==> src/design/point_segment_distance_3d_core_defines.svh <==
// ----------------------------------------------------------------------------
// Point-segment distance core: assertion macros
// Shared concurrent assertion forms, clocked on i_clk, held off in reset.
// ----------------------------------------------------------------------------
`ifndef POINT_SEGMENT_DISTANCE_3D_CORE_DEFINES_SVH
`define POINT_SEGMENT_DISTANCE_3D_CORE_DEFINES_SVH

// same-cycle implication
`define PSD_AST_IMP(lbl, ante, cons, msg) \
    lbl: assert property (@(posedge i_clk) disable iff (!i_rst_n) (ante) |-> (cons)) \
        else $error(msg);

// next-cycle implication
`define PSD_AST_NXT(lbl, ante, cons, msg) \
    lbl: assert property (@(posedge i_clk) disable iff (!i_rst_n) (ante) |=> (cons)) \
        else $error(msg);

`endif

==> src/design/psd_pkg.sv <==
// ----------------------------------------------------------------------------
// Point-segment distance package
// Widths, case codes and the job record passed from front to back.
// ----------------------------------------------------------------------------
package psd_pkg;

    localparam int CRD_W  = 24;
    localparam int DIFF_W = 25;
    localparam int PRD_W  = 50;
    localparam int DOT_W  = 52;
    localparam int REM_W  = 51;
    localparam int DEN_W  = 50;
    localparam int RAT_W  = 24;
    localparam int OFS_W  = 27;
    localparam int MAG_W  = 26;
    localparam int SQ_W   = 52;
    localparam int SQS_W  = 54;
    localparam int ROOT_W = 27;
    localparam int RR_W   = 31;
    localparam int DIST_W = 25;
    localparam int IN_W   = 9 * CRD_W;
    localparam int OUT_W  = 32;

    localparam logic [DIST_W-1:0] DIST_MAX = {DIST_W{1'b1}};

    typedef enum logic [1:0] {
        CASE_A   = 2'd0,
        CASE_B   = 2'd1,
        CASE_MID = 2'd2
    } t_case;

    typedef logic [2:0][DIFF_W-1:0] t_vec;

    typedef struct packed {
        t_case            kind;
        logic [DOT_W-1:0] c1;
        logic [DOT_W-1:0] c2;
        t_vec             w;
        t_vec             v;
        t_vec             u;
    } t_job;

endpackage

==> src/design/psd_fifo.sv <==
// ----------------------------------------------------------------------------
// Point-segment distance job queue
// Short register queue that decouples the front end from the back end.
// ----------------------------------------------------------------------------
`include "point_segment_distance_3d_core_defines.svh"

module psd_fifo #(
    parameter int DEPTH = 4
) (
    input  logic          i_clk,
    input  logic          i_rst_n,
    input  logic          i_valid,
    output logic          o_ready,
    input  psd_pkg::t_job i_job,
    output logic          o_valid,
    input  logic          i_ready,
    output psd_pkg::t_job o_job
);

    localparam int AW = (DEPTH > 1) ? $clog2(DEPTH) : 1;
    localparam int CW = $clog2(DEPTH + 1);

    psd_pkg::t_job   r_mem [DEPTH];
    logic [AW-1:0]   r_wr_ptr, r_rd_ptr;
    logic [CW-1:0]   r_count;
    logic            w_push, w_pop;

    assign o_ready = (r_count != CW'(DEPTH));
    assign o_valid = (r_count != '0);
    assign o_job   = r_mem[r_rd_ptr];
    assign w_push  = i_valid && o_ready;
    assign w_pop   = o_valid && i_ready;

    always_ff @(posedge i_clk) begin
        if (!i_rst_n) begin
            r_wr_ptr <= '0;
            r_rd_ptr <= '0;
            r_count  <= '0;
        end else begin
            if (w_push) begin
                r_wr_ptr <= (r_wr_ptr == AW'(DEPTH - 1)) ? '0 : r_wr_ptr + 1'b1;
            end
            if (w_pop) begin
                r_rd_ptr <= (r_rd_ptr == AW'(DEPTH - 1)) ? '0 : r_rd_ptr + 1'b1;
            end
            if (w_push && !w_pop) begin
                r_count <= r_count + 1'b1;
            end else if (w_pop && !w_push) begin
                r_count <= r_count - 1'b1;
            end
        end
    end

    always_ff @(posedge i_clk) begin
        if (w_push) begin
            r_mem[r_wr_ptr] <= i_job;
        end
    end

    `PSD_AST_IMP(a_cnt_bound, 1'b1, r_count <= CW'(DEPTH), "queue count beyond depth")
    `PSD_AST_IMP(a_empty_ptr, r_count == '0, r_wr_ptr == r_rd_ptr, "empty queue, pointers apart")
    `PSD_AST_NXT(a_cnt_up, w_push && !w_pop, r_count == CW'($past(r_count) + 1'b1), "count missed a push")

endmodule

==> config.mk <==
export PLATFORM = sky130hd
export DESIGN_NAME = psd_fifo
export DESIGN_NICKNAME = d
export VERILOG_FILES = /design/src/design/psd_pkg.sv /design/src/design/psd_fifo.sv
export VERILOG_INCLUDE_DIRS = /design/src /design/src/design
export SDC_FILE = /design/constraint.sdc
export NUM_CORES = 1
export LEC_CHECK = 0
export ABC_AREA = 1
export BUFFER_PORTS_ARGS = -buffer_cell sky130_fd_sc_hd__buf_2
export CAP_MARGIN = 30
export CORE_UTILIZATION = 55
export DETAILED_ROUTE_END_ITERATION = 10
export PLACE_DENSITY = 0.88
export SLEW_MARGIN = 20
export SYNTH_ARGS = -nofsm -noshare
export SYNTH_HDL_FRONTEND = slang
export SYNTH_SLANG_ARGS = --single-unit
export TNS_END_PERCENT = 100
==> constraint.sdc <==
create_clock -name i_clk -period 20.5 [get_ports i_clk]
set_clock_uncertainty 0.15 [all_clocks]
set_input_delay 2.05 -clock i_clk [delete_from_list [all_inputs] [get_ports i_clk]]
set_output_delay 2.05 -clock i_clk [all_outputs]
set_load 0.01 [all_outputs]
# --- Word-level counts from Yosys, hierarchy flattened ---
# Memories as Yosys holds them, arrays and structs flattened. A register that Yosys moved wholly into a read port is not among the register bits.
# Cells that the tools add are included.
word_totals:
  mem_count: 1
  out_inout_bits: 333
  word_cells: 27
  ramBits: 1324
  regBits: 7
  input_bits: 335
op_classes:
  n_mux: 8
  addsub: 4
  reduce_logical: 8
  n_eq_ne: 3
mem_list:
  columns: ["name", "depth", "word_bits", "read_ports", "rd_clocked_by_memory_dff", "wr", "line", "text"]
  rows:
  - ["r_mem", 4, 331, 1, 1, 1, "psd_fifo.sv:23", "psd_pkg::t_job r_mem [DEPTH];"]
ops:
  columns: ["operator", "count"]
  rows:
  - ["2-bit two-way mux", 4]
  - ["3-bit two-way mux", 2]
  - ["2-bit by 1-bit adder with 2-bit output (second input constant)", 2]
  - ["2-bit == test (second input constant)", 2]
  - ["1-bit logical AND", 4]
  - ["3-bit by 1-bit adder with 3-bit output (second input constant)", 1]
  - ["3-bit inequality test (second input constant)", 1]
  - ["3-bit nonzero test", 1]
  - ["3-bit by 1-bit subtractor with 3-bit output (second input constant)", 1]
  - ["1-bit zero test", 2]
  - ["1-bit two-way mux", 2]
  - ["2-bit nonzero test", 1]

# --- Logic depth before layout (Yosys ltp) ---
logic_depth:
  ltp_word: 6
  mapped_depth: 13
  mapped_depth_nobuf: 13

# --- Least setup slack after synthesis ---
# Ideal clock, no wire load.
synth_path:
  kind: "input to register"
  startpoint: "input port i_valid"
  endpoint: "memory r_mem[0][0] (netlist name), enable pin"
  cell_stages: 2
  slack_ns: 3.423
  arrival_ns: 15.895
  t_required_ns: 19.318
  n_path_buf: 0
  path_cell_list: "nand2_1 -> nor2_1"
synth_via:
  elab_chain_cells: 3
synth_lines:
  columns: ["item", "line", "text"]
  rows:
  - ["start, declared", "psd_fifo.sv:12", "input logic i_valid,"]
  - ["1-bit logical AND", "psd_fifo.sv:31", "assign w_push = i_valid && o_ready;"]
  - ["1-bit two-way mux", "psd_fifo.sv:55", "if (w_push) begin"]
  - ["1-bit two-way mux (not written as such)", "psd_fifo.sv:56", "r_mem[r_wr_ptr] <= i_job;"]
  - ["end, declared", "psd_fifo.sv:23", null]
# Every way passes these cells.

==> reports/qor.csv <==
metric;value;unit
post-route setup TNS;0;ps
Synth cell types;24;
CTS H-tree lvls;3;
Total Power;7.71;mW
dpl cells;4927;
post-cts hold buffer count;0;
top-count cell post-synth;edfxtp_1;
number of port buffers;667;
gr usage total;24.6;%
Setup Viol. Count Final;0;
Mapped Cells;3271;
CP cell instances;inv_16 -> buf_4 -> buf_4 -> o21ai_0 -> o22ai_1 -> buf_2;
DRT iter0 DRCs;3631;
clock buffer depth;3;
CP max stage cell;buf_4;
WP data required;18300;ps
nets@finish;4220;
total congestion overflow;0;
Reg clk slew, reported paths;60;ps
postcts setup bufs;0;
CP Capture Type;output port;
largest area contributor in the netlist;edfxtp_1;
# Max-Cap Violations;0;
Sw Share;32.4;%
highest net fanout along the worst path;235;
leak pwr;20.0;nW
Min Hold Slack;365;ps
setup slack, reg-to-reg;15660;ps
Logic pwr share;26.6;%
post-cts resize count;0;
slowest stage delay, CP;820;ps
worst-case vdd ir drop;0.109;mV
critical path start-end classification;reg -> out;
Ports;668;
FF-to-FF Start;r_count[1]$_SDFFE_PN0P_;
largest family of logic cells by synthesized area;compound AO/OA/AOI/OAI gates;
Synth top cells by count;edfxtp_1 (1324), o21ai_0 (664), nor2_1 (609);
Synthesized Nets;3613;
GP Congestion;0.820;
final hold violation count;0;
post-synth top area share;79.7;%
Vias;31300;
Post-Syn Area;49900;um2
Worst-Skew Late Latency;710;ps
multiplexer share of the synthesized area;0;%
FF-to-FF End;r_mem[2][36]$_DFFE_PP_;
Post-Synth Simple-Gate Area;5.61;%
Chip Height;303;um
num rows;110;
Worst Max-Slew Pin Slew;1180;ps
die footprint;92000;um2
fraction of synthesized cell area in xor and xnor cells;0;%
period utilization;31.8;%
Routed Antenna Nets;0;
crit path launch type;flop;
fmax;0.153;GHz
outcome;finished with violations;
cell area after layout;58100;um2
register area share after synthesis;80.0;%
R2R cell count;7;
Post-synth ARST share;0;%
RSZ-0062 raised after global routing;no;
Ys Warns;0;
Seq pwr share;44.2;%
Layout area overhead;16.4;%
Core Area;90000;um2
clock share of power;29.2;%
initial antenna violation count;59;
Avg Cell Area, Syn;15.3;um2
root buf cell;clkbuf_16;
DRT Pass-1 Iters;9;
DRC violations left;2;
Die Wd;303;um
Total Routed Length;121000;um
largest net degree at the start of global routing;236;
Synth area leaders;edfxtp_1 (80%), o21ai_0 (6.7%), nor2_1 (4.6%), o22ai_1 (3.4%), o22ai_2 (1.5%);
first-pass GRT wire length;172000;um
CTS sink cnt;1333;
vias in the first global route;30100;
Final HPWL DP;66100;um
Worst Hold Class;reg -> reg;
Inserted Clock Buffers;121;
routed len/inst;23.2;um
Synth Flop Type;edfxtp_1;
ratio of cells with drive above 1 in the final layout;25.6;%
Finished Layout Cells;5211;
CTS tree;done;
Critical Path Most Common Cell;buf_4;
violated checks;design-rule violations;
complex-gate fraction of the synthesized area;11.6;%
Slew Limit Fails;0;
starting density of the core;55.5;%
Placed Area;53900;um2
Worst slew margin;21.2;%
flops & latches, synth;1333;
power density over the cells;133;nW/um2
P_int;5.21;mW
via density per instance;6.00;
Post-synth EDFFs;1324;
Tmin final;6520;ps
Synth Area in Adders;0.191;%
net switching power;2.50;mW
worst path arrival time;4320;ps
Setup crit end;o_job[204];
[per-layer routing]
layer / up-vias / track usage [%] / wire length [um]
met2: 1889 / 41.8 / 61900
met1: 15300 / 27.8 / 40500
met3: 345 / 7.48 / 12800
met4: 34 / 13.3 / 5490
met5: - / 0 / 218
li1: 13700 / - / -
[per-stage QoR]
stage,util [%],worst slack (ps)
3_5_place_dp,59.8,14310
6_report,64.5,13980
2_1_floorplan,-,3420
5_1_grt,64.5,13730
4_1_cts,64.3,13800
3_3_place_gp,59.8,14320
[worst max-delay path: cells and delay by family (launching register included)]
kind | cells | cell delay (ps)
AO/OA/AOI/OAI | 2 | 450
buffers and inverters | 4 | 2370
flip-flops | 1 | 540
[how the worst min path moves through the flow]
stage	from	to	slack, ps	cells past startpoint
after CTS	r_count[0]$_SDFFE_PN0P_	r_count[0]$_SDFFE_PN0P_	370	2
final	r_count[0]$_SDFFE_PN0P_	r_count[0]$_SDFFE_PN0P_	360	2
after global routing	r_count[0]$_SDFFE_PN0P_	r_count[0]$_SDFFE_PN0P_	390	2
after floorplan	r_count[0]$_SDFFE_PN0P_	r_count[0]$_SDFFE_PN0P_	330	2
after detailed placement	r_count[0]$_SDFFE_PN0P_	r_count[0]$_SDFFE_PN0P_	370	2
after global placement	r_count[0]$_SDFFE_PN0P_	r_count[0]$_SDFFE_PN0P_	350	2
[state kept, by name (all words and copies together) (netlist names), named ones only]
name / cells
r_wr_ptr: 2
r_mem: 1324
r_rd_ptr: 2
r_count: 3
[cells by family after synthesis]
group,count (synthesis)
flops,1333
compound gates,997
simple gates,697
buf+inv,237
fa+ha+maj,7
[layout by cell type, fill, tap and decap left out, types with 6 or more instances in the layout]
master / instances
clkinvlp_4: 6
nor2_2: 70
clkbuf_1: 24
ha_1: 6
dfxtp_1: 7
nand2_1: 15
buf_4: 28
clkinv_1: 25
o22ai_2: 60
nor2_1: 605
buf_2: 667
clkbuf_16: 121
diode_2: 52
o21ai_0: 664
clkbuf_8: 8
o22ai_1: 271
clkinv_2: 22
inv_1: 15
edfxtp_1: 1324
bufinv_16: 12
[power by group through the flow]
stage / clock network [mW] / logic [mW] / registers (mW)
2_1_floorplan: 0 / 1.23 / 3.59
3_3_place_gp: 0 / 1.92 / 3.44
3_5_place_dp: 0 / 1.98 / 3.46
4_1_cts: 2.27 / 2.01 / 3.41
5_1_grt: 2.38 / 2.20 / 3.43
6_report: 2.26 / 2.05 / 3.41
[layout make-up]
| class | instances | area [um2] |
|---|---|---|
| sequential | 1333 | 39900 |
| fill | 5781 | 31900 |
| multi-input combinational | 1701 | 8700 |
| timing repair buffer | 704 | 3760 |
| clock buffer | 153 | 3230 |
| tap | 1176 | 1470 |
| clock inverter | 75 | 774 |
| antenna | 52 | 130 |
| inverter | 17 | 87.6 |
Note: power is estimated with default switching activity, not from simulation.
